<file path="src/hw/rtl/lphs_pkg.sv">
package lphs_pkg;

   // Field widths of the request, response and configuration ports.
   localparam int CMD_W     = 2;
   localparam int KEY_W     = 31;
   localparam int STATUS_W  = 2;
   localparam int COUNT_W   = 7;
   localparam int SIZE_W    = 7;
   localparam int TAG_W     = 2;
   localparam int SLOT_W    = TAG_W + KEY_W;
   localparam int KEY_BIT_W = $clog2(KEY_W);

   // Default store depth and the table size after reset.
   localparam int MAX_SLOTS_DEFAULT = 64;
   localparam logic [SIZE_W-1:0] TABLE_SIZE_RESET = SIZE_W'(64);

   // Request commands.
   typedef enum logic [CMD_W-1:0] {
      CMD_SEARCH = 2'd0,
      CMD_INSERT = 2'd1,
      CMD_DELETE = 2'd2
   } cmd_type;

   // Response status codes.
   typedef enum logic [STATUS_W-1:0] {
      ST_OK        = 2'd0,
      ST_NOT_FOUND = 2'd1,
      ST_PRESENT   = 2'd2,
      ST_FULL      = 2'd3
   } status_type;

   // Slot tags.
   typedef enum logic [TAG_W-1:0] {
      TAG_EMPTY   = 2'd0,
      TAG_DELETED = 2'd1,
      TAG_LIVE    = 2'd2
   } tag_type;

   // Sequencer states.
   typedef enum logic [2:0] {
      S_CLEAR,
      S_IDLE,
      S_MOD,
      S_READ,
      S_CHECK,
      S_DONE
   } state_type;

endpackage

</file>
<file path="src/hw/rtl/linear_probe_hash_set.sv">
// An item first reduces the key to its home slot in the bit-serial modulo unit, then
// reads and checks each probed slot in turn, then loads the response.
// An insert into a full table and an unknown command skip the probe and go straight to the response.
// Throughput: one item at a time, set by the bit-serial modulo unit and the slot memory port.
// Reset: synchronous; after reset a clearing pass marks every slot empty, and no item
// is accepted until it ends. Configuration writes are taken outside reset.
module linear_probe_hash_set #(
   parameter int MAX_SLOTS = lphs_pkg::MAX_SLOTS_DEFAULT
) (
   input  logic                          clock,
   input  logic                          reset,
   input  logic                          req_valid,
   output logic                          req_ready,
   input  logic [lphs_pkg::CMD_W-1:0]    req_command,
   input  logic [lphs_pkg::KEY_W-1:0]    req_key,
   output logic                          rsp_valid,
   input  logic                          rsp_ready,
   output logic [lphs_pkg::STATUS_W-1:0] rsp_status,
   output logic [lphs_pkg::COUNT_W-1:0]  rsp_occupied_count,
   input  logic                          csr_valid,
   output logic                          csr_ready,
   input  logic [lphs_pkg::SIZE_W-1:0]   csr_table_size
);

   localparam int IDX_W = $clog2(MAX_SLOTS);
   localparam int CAP_W = $clog2(MAX_SLOTS + 1);
   localparam int CMP_W = (CAP_W > lphs_pkg::SIZE_W) ? CAP_W : lphs_pkg::SIZE_W;
   localparam int SLOT_W = lphs_pkg::SLOT_W;
   localparam int KEY_W = lphs_pkg::KEY_W;

   lphs_pkg::state_type state_ff, state_in;

   logic [lphs_pkg::SIZE_W-1:0]   table_size_ff;
   logic [lphs_pkg::COUNT_W-1:0]  live_count_ff, live_count_in;
   logic [lphs_pkg::CMD_W-1:0]    cmd_ff, cmd_in;
   logic [KEY_W-1:0]              key_ff, key_in;
   logic [lphs_pkg::KEY_BIT_W-1:0] bit_ff, bit_in;
   logic [CAP_W-1:0]              rem_ff, rem_in;
   logic [IDX_W-1:0]              idx_ff, idx_in;
   logic [CAP_W-1:0]              probe_cnt_ff, probe_cnt_in;
   logic [IDX_W-1:0]              clr_idx_ff;
   logic [lphs_pkg::STATUS_W-1:0] status_ff, status_in;
   logic                          rsp_valid_ff;
   logic [lphs_pkg::STATUS_W-1:0] rsp_status_ff;
   logic [lphs_pkg::COUNT_W-1:0]  rsp_count_ff;
   logic [SLOT_W-1:0]             rd_ff;

   logic [SLOT_W-1:0] mem [MAX_SLOTS];

   logic [CAP_W-1:0]  cap;
   logic [CMP_W-1:0]  size_ext;
   logic              accept;
   logic              rsp_free;
   logic              table_full;
   logic [CAP_W:0]    rem_shift;
   logic [CAP_W:0]    rem_next;
   logic [CAP_W-1:0]  idx_plus;
   logic [IDX_W-1:0]  idx_next;
   logic              last_probe;
   logic [lphs_pkg::TAG_W-1:0] rd_tag;
   logic [KEY_W-1:0]  rd_key;
   logic              rd_match;
   logic              chk_done;
   logic              mem_we;
   logic [IDX_W-1:0]  mem_addr;
   logic [SLOT_W-1:0] mem_wdata;

   // Size in use: zero reads as one, anything above the store depth as the depth.
   always_comb begin
      size_ext = CMP_W'(table_size_ff);
      if (size_ext == '0) begin
         cap = CAP_W'(1);
      end else if (size_ext > CMP_W'(MAX_SLOTS)) begin
         cap = CAP_W'(MAX_SLOTS);
      end else begin
         cap = CAP_W'(size_ext);
      end
   end

   assign req_ready  = (state_ff == lphs_pkg::S_IDLE);
   assign accept     = req_valid && req_ready;
   assign csr_ready  = !reset;
   assign rsp_free   = !rsp_valid_ff || rsp_ready;
   assign table_full = CMP_W'(live_count_ff) >= CMP_W'(cap);

   // Restoring step of the modulo unit: one key bit per cycle.
   assign rem_shift = {rem_ff, key_ff[bit_ff]};
   assign rem_next  = (rem_shift >= {1'b0, cap}) ? rem_shift - {1'b0, cap} : rem_shift;

   // Linear probe advance with wrap at the size in use.
   assign idx_plus   = CAP_W'(idx_ff) + CAP_W'(1);
   assign idx_next   = (idx_plus == cap) ? '0 : idx_plus[IDX_W-1:0];
   assign last_probe = (probe_cnt_ff == cap - CAP_W'(1));

   assign rd_tag   = rd_ff[SLOT_W-1 -: lphs_pkg::TAG_W];
   assign rd_key   = rd_ff[KEY_W-1:0];
   assign rd_match = (rd_tag == lphs_pkg::TAG_LIVE) && (rd_key == key_ff);

   // Probe decision for the slot just read, plus the clearing writes and the status preset in idle.
   always_comb begin
      chk_done      = 1'b0;
      status_in     = status_ff;
      live_count_in = live_count_ff;
      mem_we        = 1'b0;
      mem_addr      = idx_ff;
      mem_wdata     = {lphs_pkg::TAG_DELETED, key_ff};
      if (state_ff == lphs_pkg::S_CLEAR) begin
         mem_we    = 1'b1;
         mem_addr  = clr_idx_ff;
         mem_wdata = {lphs_pkg::TAG_EMPTY, {KEY_W{1'b0}}};
      end else if (state_ff == lphs_pkg::S_IDLE) begin
         if (req_command == lphs_pkg::CMD_INSERT) begin
            status_in = lphs_pkg::ST_FULL;
         end else begin
            status_in = lphs_pkg::ST_NOT_FOUND;
         end
      end else if (state_ff == lphs_pkg::S_CHECK) begin
         case (cmd_ff)
            lphs_pkg::CMD_INSERT: begin
               if (rd_match) begin
                  chk_done  = 1'b1;
                  status_in = lphs_pkg::ST_PRESENT;
               end else if (rd_tag != lphs_pkg::TAG_LIVE) begin
                  chk_done      = 1'b1;
                  status_in     = lphs_pkg::ST_OK;
                  mem_we        = 1'b1;
                  mem_wdata     = {lphs_pkg::TAG_LIVE, key_ff};
                  live_count_in = live_count_ff + 1'b1;
               end else if (last_probe) begin
                  chk_done  = 1'b1;
                  status_in = lphs_pkg::ST_FULL;
               end
            end
            default: begin
               if (rd_tag == lphs_pkg::TAG_EMPTY) begin
                  chk_done  = 1'b1;
                  status_in = lphs_pkg::ST_NOT_FOUND;
               end else if (rd_match) begin
                  chk_done  = 1'b1;
                  status_in = lphs_pkg::ST_OK;
                  if (cmd_ff == lphs_pkg::CMD_DELETE) begin
                     mem_we    = 1'b1;
                     mem_wdata = {lphs_pkg::TAG_DELETED, key_ff};
                     if (live_count_ff != '0) begin
                        live_count_in = live_count_ff - 1'b1;
                     end
                  end
               end else if (last_probe) begin
                  chk_done  = 1'b1;
                  status_in = lphs_pkg::ST_NOT_FOUND;
               end
            end
         endcase
      end
   end

   // Next state of the sequencer.
   always_comb begin
      state_in = state_ff;
      case (state_ff)
         lphs_pkg::S_CLEAR: begin
            if (clr_idx_ff == IDX_W'(MAX_SLOTS - 1)) begin
               state_in = lphs_pkg::S_IDLE;
            end
         end
         lphs_pkg::S_IDLE: begin
            if (accept) begin
               if (req_command == lphs_pkg::CMD_SEARCH ||
                   req_command == lphs_pkg::CMD_DELETE ||
                   (req_command == lphs_pkg::CMD_INSERT && !table_full)) begin
                  state_in = lphs_pkg::S_MOD;
               end else begin
                  state_in = lphs_pkg::S_DONE;
               end
            end
         end
         lphs_pkg::S_MOD: begin
            if (bit_ff == '0) begin
               state_in = lphs_pkg::S_READ;
            end
         end
         lphs_pkg::S_READ: begin
            state_in = lphs_pkg::S_CHECK;
         end
         lphs_pkg::S_CHECK: begin
            state_in = chk_done ? lphs_pkg::S_DONE : lphs_pkg::S_READ;
         end
         lphs_pkg::S_DONE: begin
            if (rsp_free) begin
               state_in = lphs_pkg::S_IDLE;
            end
         end
         default: begin
            state_in = lphs_pkg::S_IDLE;
         end
      endcase
   end

   // Working registers of the current item.
   always_comb begin
      cmd_in       = cmd_ff;
      key_in       = key_ff;
      bit_in       = bit_ff;
      rem_in       = rem_ff;
      idx_in       = idx_ff;
      probe_cnt_in = probe_cnt_ff;
      case (state_ff)
         lphs_pkg::S_IDLE: begin
            cmd_in = req_command;
            key_in = req_key;
            bit_in = lphs_pkg::KEY_BIT_W'(KEY_W - 1);
            rem_in = '0;
         end
         lphs_pkg::S_MOD: begin
            rem_in = rem_next[CAP_W-1:0];
            bit_in = bit_ff - 1'b1;
            if (bit_ff == '0) begin
               idx_in       = rem_next[IDX_W-1:0];
               probe_cnt_in = '0;
            end
         end
         lphs_pkg::S_CHECK: begin
            idx_in       = idx_next;
            probe_cnt_in = probe_cnt_ff + 1'b1;
         end
         default: begin
         end
      endcase
   end

   // Control registers.
   always_ff @(posedge clock) begin
      if (reset) begin
         state_ff      <= lphs_pkg::S_CLEAR;
         clr_idx_ff    <= '0;
         table_size_ff <= lphs_pkg::TABLE_SIZE_RESET;
         live_count_ff <= '0;
         rsp_valid_ff  <= 1'b0;
      end else begin
         state_ff      <= state_in;
         live_count_ff <= live_count_in;
         if (state_ff == lphs_pkg::S_CLEAR) begin
            clr_idx_ff <= clr_idx_ff + 1'b1;
         end
         if (csr_valid && csr_ready) begin
            table_size_ff <= csr_table_size;
         end
         if (state_ff == lphs_pkg::S_DONE && rsp_free) begin
            rsp_valid_ff <= 1'b1;
         end else if (rsp_ready) begin
            rsp_valid_ff <= 1'b0;
         end
      end
   end

   // Payload registers.
   always_ff @(posedge clock) begin
      cmd_ff       <= cmd_in;
      key_ff       <= key_in;
      bit_ff       <= bit_in;
      rem_ff       <= rem_in;
      idx_ff       <= idx_in;
      probe_cnt_ff <= probe_cnt_in;
      if (state_ff == lphs_pkg::S_IDLE || state_ff == lphs_pkg::S_CHECK) begin
         status_ff <= status_in;
      end
      if (state_ff == lphs_pkg::S_DONE && rsp_free) begin
         rsp_status_ff <= status_ff;
         rsp_count_ff  <= live_count_ff;
      end
   end

   // Slot memory: one write port, one registered read port.
   always_ff @(posedge clock) begin
      if (mem_we) begin
         mem[mem_addr] <= mem_wdata;
      end
      rd_ff <= mem[idx_ff];
   end

   assign rsp_valid          = rsp_valid_ff;
   assign rsp_status         = rsp_status_ff;
   assign rsp_occupied_count = rsp_count_ff;

endmodule

</file>
<file path="config.mk">
export PLATFORM = sky130hd
export DESIGN_NAME = linear_probe_hash_set
export DESIGN_NICKNAME = d
export VERILOG_FILES = /design/src/hw/rtl/lphs_pkg.sv /design/src/hw/rtl/linear_probe_hash_set.sv
export SDC_FILE = /design/constraint.sdc
export NUM_CORES = 2
export LEC_CHECK = 0
export BUFFER_PORTS_ARGS = -buffer_cell sky130_fd_sc_hd__buf_4
export CAP_MARGIN = 25
export CORE_ASPECT_RATIO = 1.75
export CORE_MARGIN = 4
export CORE_UTILIZATION = 57
export CTS_CLUSTER_SIZE = 28
export DETAILED_ROUTE_END_ITERATION = 6
export GPL_ROUTABILITY_DRIVEN = 1
export PLACE_DENSITY_LB_ADDON = 0.2
export SLEW_MARGIN = 30
export SYNTH_ARGS = -nofsm -noshare
export SYNTH_HDL_FRONTEND = slang
export SYNTH_SLANG_ARGS = --single-unit
export TNS_END_PERCENT = 1
</file>
<file path="constraint.sdc">
create_clock -name clock -period 4.4 [get_ports clock]
set_clock_uncertainty 0.2 [all_clocks]
set_input_delay 0.66 -clock clock [delete_from_list [all_inputs] [get_ports clock]]
set_output_delay 0.66 -clock clock [all_outputs]
set_load 0.01 [all_outputs]
</file>
Word level (Yosys, flattened, before mapping) --
Memory sizes are Yosys's and may differ from the RTL's. A register that Yosys moved wholly into a read port is not among the register bits. Cells that the tools add are included.
Storage, ports and cells: flip-flop bits (word level) 93, memory bits (writable) 2112, bits of input ports 45, memories 1
Memory list:
- mem | words 64, bits a word 33, read ports 1, clocked after Yosys merged registers in 1, write ports 1, line linear_probe_hash_set.sv:48 | logic [SLOT_W-1:0] mem [MAX_SLOTS];
Operators by class: $add $sub $neg 8, $lt $le $gt $ge 4, equality and inequality tests 23, multiplexer cells 65, bitwise gates (word level) 2, reductions and logical operators 30
Operator list (count):
- two-way mux 33 bit | 6
- two-way mux 7 bit | 11
- == test 31 bit | 1
- one-hot mux 7 bit (2 select lines) | 2
- two-way mux 1 bit | 23
- two-way mux 2 bit | 10
- two-way mux 3 bit | 6
- two-way mux 6 bit | 3
- one-hot mux 3 bit (6 select lines) | 1
- adder 7 x 1 -> 7 bit (second input constant) | 2
- == test 7 bit | 2
- nonzero test 2 bit | 7
- subtractor 7 x 1 -> 7 bit (second input constant) | 2
- inequality test 2 bit (second input constant) | 6
- one-hot mux 6 bit (2 select lines) | 1
- one-hot mux 5 bit (2 select lines) | 1
- AND reduction 9 bit | 1
- >= comparator 8 x 7 -> 1 bit | 1
- adder 6 x 1 -> 7 bit (second input constant) | 1
- >= comparator 7 bit | 1
- > comparator 7 bit (second input constant) | 1
- zero test 7 bit | 1
- nonzero test 7 bit | 1
- subtractor 7 bit | 1
- other kinds (23) | 40

Logic depth before layout (Yosys ltp) --
depth after elaboration 14, depth in mapped cells 15, mapped depth without buffers 13

Worst setup path after synthesis --
OpenSTA, ideal clock, no wires.
path kind register to register, start point register key_ff[17], end point memory mem[60][0] (netlist name), enable pin, arrival 4.126 ns, slack -0.390 ns, stages on the path, launching flop included 8, clock period less this slack 4.790 ns, cell sequence edfxtp_1 > xor2_1 > nor4_1 > nand4_1 > nor3_2 > nor2_1 > clkbuf_1 > nor3_1
Between the ends: cells in the longest elaborated chain, start to end 10, elaborated cells on any way between the ends 11
Ends and longest elaborated chain:
- start, declared | line linear_probe_hash_set.sv:36 | logic [KEY_W-1:0] key_ff, key_in;
- start signal, assigned | line linear_probe_hash_set.sv:259 | key_ff <= key_in;
- == test 31 bit (*) | line linear_probe_hash_set.sv:97 | assign rd_match = (rd_tag == lphs_pkg::TAG_LIVE) && (rd_key == key_ff);
- logical AND 1 bit (*) | line linear_probe_hash_set.sv:97
- two-way mux 1 bit | line linear_probe_hash_set.sv:138 | end else if (rd_match) begin
- two-way mux 1 bit | line linear_probe_hash_set.sv:135 | if (rd_tag == lphs_pkg::TAG_EMPTY) begin
- two-way mux 1 bit (*) | line linear_probe_hash_set.sv:118 | case (cmd_ff)
- two-way mux 1 bit (*) | line linear_probe_hash_set.sv:117 | end else if (state_ff == lphs_pkg::S_CHECK) begin
- two-way mux 1 bit (*) | line linear_probe_hash_set.sv:111 | end else if (state_ff == lphs_pkg::S_IDLE) begin
- two-way mux 1 bit (*) | line linear_probe_hash_set.sv:107 | if (state_ff == lphs_pkg::S_CLEAR) begin
- two-way mux 1 bit (*) | line linear_probe_hash_set.sv:275 | if (mem_we) begin
- two-way mux 1 bit (not written as such) (*) | line linear_probe_hash_set.sv:276 | mem[mem_addr] <= mem_wdata;
- end, declared | line linear_probe_hash_set.sv:48
Mark *: on every way between the ends. The rest lies on a longest branch, timed or not.

Worst setup path after layout --
start point register bit_ff[0] (netlist name), end point register idx_ff[1] (data pin)
Between the ends: cells in the longest elaborated chain, start to end 6, elaborated cells on any way between the ends 7
Ends and longest elaborated chain:
- start, declared | line linear_probe_hash_set.sv:37 | logic [lphs_pkg::KEY_BIT_W-1:0] bit_ff, bit_in;
- start signal, assigned | line linear_probe_hash_set.sv:260 | bit_ff <= bit_in;
- binary-select mux 1 bit (select 5 bit) (*) | line linear_probe_hash_set.sv:87 | assign rem_shift = {rem_ff, key_ff[bit_ff]};
- two-way mux 1 bit (not written as such) (*) | line linear_probe_hash_set.sv:87
- subtractor 7 bit or >= comparator 8 x 7 -> 1 bit (tied branches) | line linear_probe_hash_set.sv:88 | assign rem_next = (rem_shift >= {1'b0, cap}) ? rem_shift - {1'b0, cap} : rem_shift;
- two-way mux 7 bit (*) | line linear_probe_hash_set.sv:88
- two-way mux 6 bit (*) | line linear_probe_hash_set.sv:217 | if (bit_ff == '0) begin
- one-hot mux 6 bit (2 select lines) (*) | line linear_probe_hash_set.sv:207 | case (state_ff)
- via idx_in[1] | line linear_probe_hash_set.sv:39 | logic [IDX_W-1:0] idx_ff, idx_in;
- end signal, assigned | line linear_probe_hash_set.sv:262 | idx_ff <= idx_in;
- end, declared | line linear_probe_hash_set.sv:39
The timed path passes the listed nets; every way through them passes the cells marked *. The select of a mux whose other input is x is not followed. A chain may end at the register's enable or synchronous reset.

==> results by group <==
Power
  • P_sw: 7.40 mW
  • Combinational share of power: 1.0%
  • Cell Pwr Density: 403 mW/mm^2
  • Sw Ratio: 18.9%
  • Seq pwr share: 59.1%
  • Int Power: 31.8 mW
  • Worst VDD drop: 0.000328 V
  • Leakage: 30.8 nW
  • Clk pwr share: 39.9%
  • Total power: 39.2 mW

Timing
  • Worst-Margin Slew: 963 ps
  • Relative slew slack: 35.8%
  • Max-slew violations: 0
  • # setup viols final: 0
  • Final Hold Viols: 0
  • RSZ-0062 raised after global routing: false
  • Period utilisation layout: 92.4%
  • Crit path time final: 4070 ps
  • Setup TNS: 0 ps
  • Fmax achieved: 0.246 GHz

Die
  • IO Pins: 57
  • Row count: 189
  • Starting Density: 57.2%
  • Core area: 0.151 mm^2
  • Chip width: 303 um
  • Die area: 0.159 mm^2
  • Die Y: 524 um

Logic synthesis
  • Post-synth EDFFs: 2181
  • Post-synth ARST share: 0%
  • Synth area leader: edfxtp_1
  • Post-synthesis sequential area ratio: 76.9%
  • Mapped Nets: 3824
  • Register bit total from synthesis: 2238
  • Ys Warns: 0
  • Post-synth cell types: 68
  • Top-count cell post-synth: edfxtp_1
  • Commonest cells in the netlist: 2181 x edfxtp_1, 664 x mux4_2, 107 x clkbuf_1
  • Top cell type's share of synthesized area: 75.6%
  • Post-synth top flop: edfxtp_1
  • Synth top area cells: edfxtp_1 76%, mux4_2 17%, dfxtp_1 1.3%, a22oi_1 0.59%, clkbuf_1 0.46%
  • Synth Area per Inst: 23.1 um^2
  • Mapped cell area: 0.0866 mm^2
  • Cells after Synth: 3751

Status
  • Failing checks: DRC
  • Status: finished with violations

Route
  • Drc violations: 10
  • Avg WL per Cell: 31.7 um
  • First-pass DRT Iterations: 7
  • Post-route ant nets: 0
  • DR iter-0 viols: 4196
  • Drt total wl: 196 mm
  • Via count: 39800
  • Post-DR vias/cell: 6.46

Global routing
  • Largest net degree at the start of global routing: 117
  • First-pass GRT wire length: 289 mm
  • Vias in the first global route: 41700
  • Initial antenna violation count: 6
  • GR Overflow Total: 0
  • All-Layer GR Usage: 25.3%

Setup path
  • Worst path cell trace: buf_4, mux4_2, mux2i_1, nor3b_1, nor3b_1, ha_1, fa_1, nor2b_1, o21ai_0, a21oi_1, o32ai_2, buf_4, mux2_2, o22ai_1
  • Crit Reg-Reg Endpoint: idx_ff[1]
  • Crit start category: flop
  • Required time worst endpoint: 4830 ps
  • Slowest cell on crit path: edfxtp_1
  • Critical path class: flop to flop
  • Max incr delay on CP: 640 ps
  • Crit end category: flop
  • R2r startpoint: bit_ff[0]
  • R2r setup slk: 330 ps
  • Worst EP arrival: 4500 ps
  • Cell count of the worst reg-to-reg path: 14
  • Peak fanout along the critical path: 8

CTS
  • Root Driver: clkbuf_16
  • Setup bufs post-CTS: 0
  • Clock transition at path regs: 70 ps
  • CTS tree: built
  • Num CTS Buffers: 188
  • Cts repair resizes: 0
  • # hold bufs at CTS: 47
  • Clk sink count: 2238
  • H-Tree Depth: 4
  • Worst-Skew Late Latency: 810 ps
  • Clock Path Buffers: 4

Worst hold path
  • Endpoint, Worst Hold: size_ext[1]
  • Hold Crit Start: csr_valid
  • Worst min path class: input port to flop
  • Hold Crit Depth: 3

Cells and area
  • Fraction of layout cells with a size suffix above 1: 30.5%
  • Layout Utilization: 64.4%
  • Layout Nets: 4102
  • Filler cell count in the final layout: 9710
  • Layout area overhead: 12.5%

Placement
  • GPL Wtd Cong: 0.917
  • # port buffers: 56
  • Post-DP HPWL: 121 mm

Job
  • Max-cap violation count: 0
-- logic make-up (layout without fill, tap and decap cells) --
logic type,after synthesis,after routing,synth area share (%)
mux,688,688,17.5
xor+xnor,60,60,0.624
compound gates,175,175,1.43
flops,2238,2238,76.9
fa+ha+maj,28,28,0.422
buf+inv,224,636,1.11
simple gates,338,338,1.95
other cells,0,1,0
-- final cells by class --
type	instances	area, um^2	share of cell area (%)
clock inverter	87	614	0.631
tap	2005	2510	2.57
inverter	23	86.3	0.0886
antenna	1	2.50	0.00257
multi-input combinational	1289	19600	20.1
sequential	2238	66600	68.4
clock buffer	237	5020	5.16
timing repair buffer	289	2940	3.02
-- power by group through the flow --
stage	logic [mW]	clock network [mW]	registers, mW
2_1_floorplan	0.189	0	23.6
3_3_place_gp	0.344	0	23.7
3_5_place_dp	0.345	0	23.7
4_1_cts	0.383	15.9	23.2
5_1_grt	0.405	16.9	23.2
6_report	0.383	15.7	23.2
-- per-stage QoR --
step | instance area (um^2) | cells | hold WS [ps] | worst slack, ps
global placement | 91200 | 5795 | 220 | 437
finish | 97400 | 6169 | 37.3 | 333
detailed placement | 91300 | 5797 | 216 | 350
global route | 97400 | 6169 | 46.3 | 51.0
floorplan | 86600 | 3751 | 200 | -390
CTS | 97400 | 6168 | 0.0314 | 334
-- state kept, by name, indices dropped and copies added (netlist names) --
register / cells
status_ff: 2
bit_ff: 5
rem_ff: 7
live_count_ff: 7
rd_ff: 33
rsp_occupied_count: 7
clr_idx_ff: 6
key_ff: 31
rsp_status: 2
state_ff: 3
probe_cnt_ff: 7
size_ext: 7
rsp_valid: 1
mem: 2112
cmd_ff: 2
idx_ff: 6
-- critical path, delay by kind of cell (launching register included) --
family | cells | cell delay, ps
buffers and inverters | 2 | 470
DFF | 1 | 640
and+or+nand+nor | 3 | 390
muxes | 3 | 1000
adders and majority gates | 2 | 480
AOI/OAI and AO/OA | 4 | 720
-- cells in the final DEF (no fill, tap or decap), drive strengths merged, types with 31 or more instances in the layout --
cell / instances
edfxtp: 2181
mux4: 664
buf: 242
clkbuf: 237
nor2: 96
nand2: 77
clkinv: 71
a22oi: 68
dfxtp: 57
dlygate4sd3: 47
xor2: 41
and2: 34
nor3: 31
-- layer usage --
| layer | share of wire (%) | routed length, um | global-route usage (%) | vias up |
|---|---|---|---|---|
| met1 | 36 | 70200 | 32.4 | 21400 |
| met5 | 0.0066 | 13 | 0 | - |
| li1 | - | - | - | 16500 |
| met4 | 3.6 | 7040 | 8.38 | 2 |
| met2 | 55 | 107000 | 45.5 | 1568 |
| met3 | 5.9 | 11500 | 2.97 | 360 |
-- worst max-delay path by stage --
stage / startpoint / to / cells past startpoint
4_1_cts: bit_ff[0] / idx_ff[4] / 14
2_1_floorplan: key_ff[17] / mem[60][0] / 7
3_5_place_dp: bit_ff[0] / idx_ff[4] / 14
6_report: bit_ff[0] / idx_ff[1] / 14
3_3_place_gp: bit_ff[0] / idx_ff[0] / 12
5_1_grt: bit_ff[0] / idx_ff[1] / 14
(Power assumes the default switching activity.)
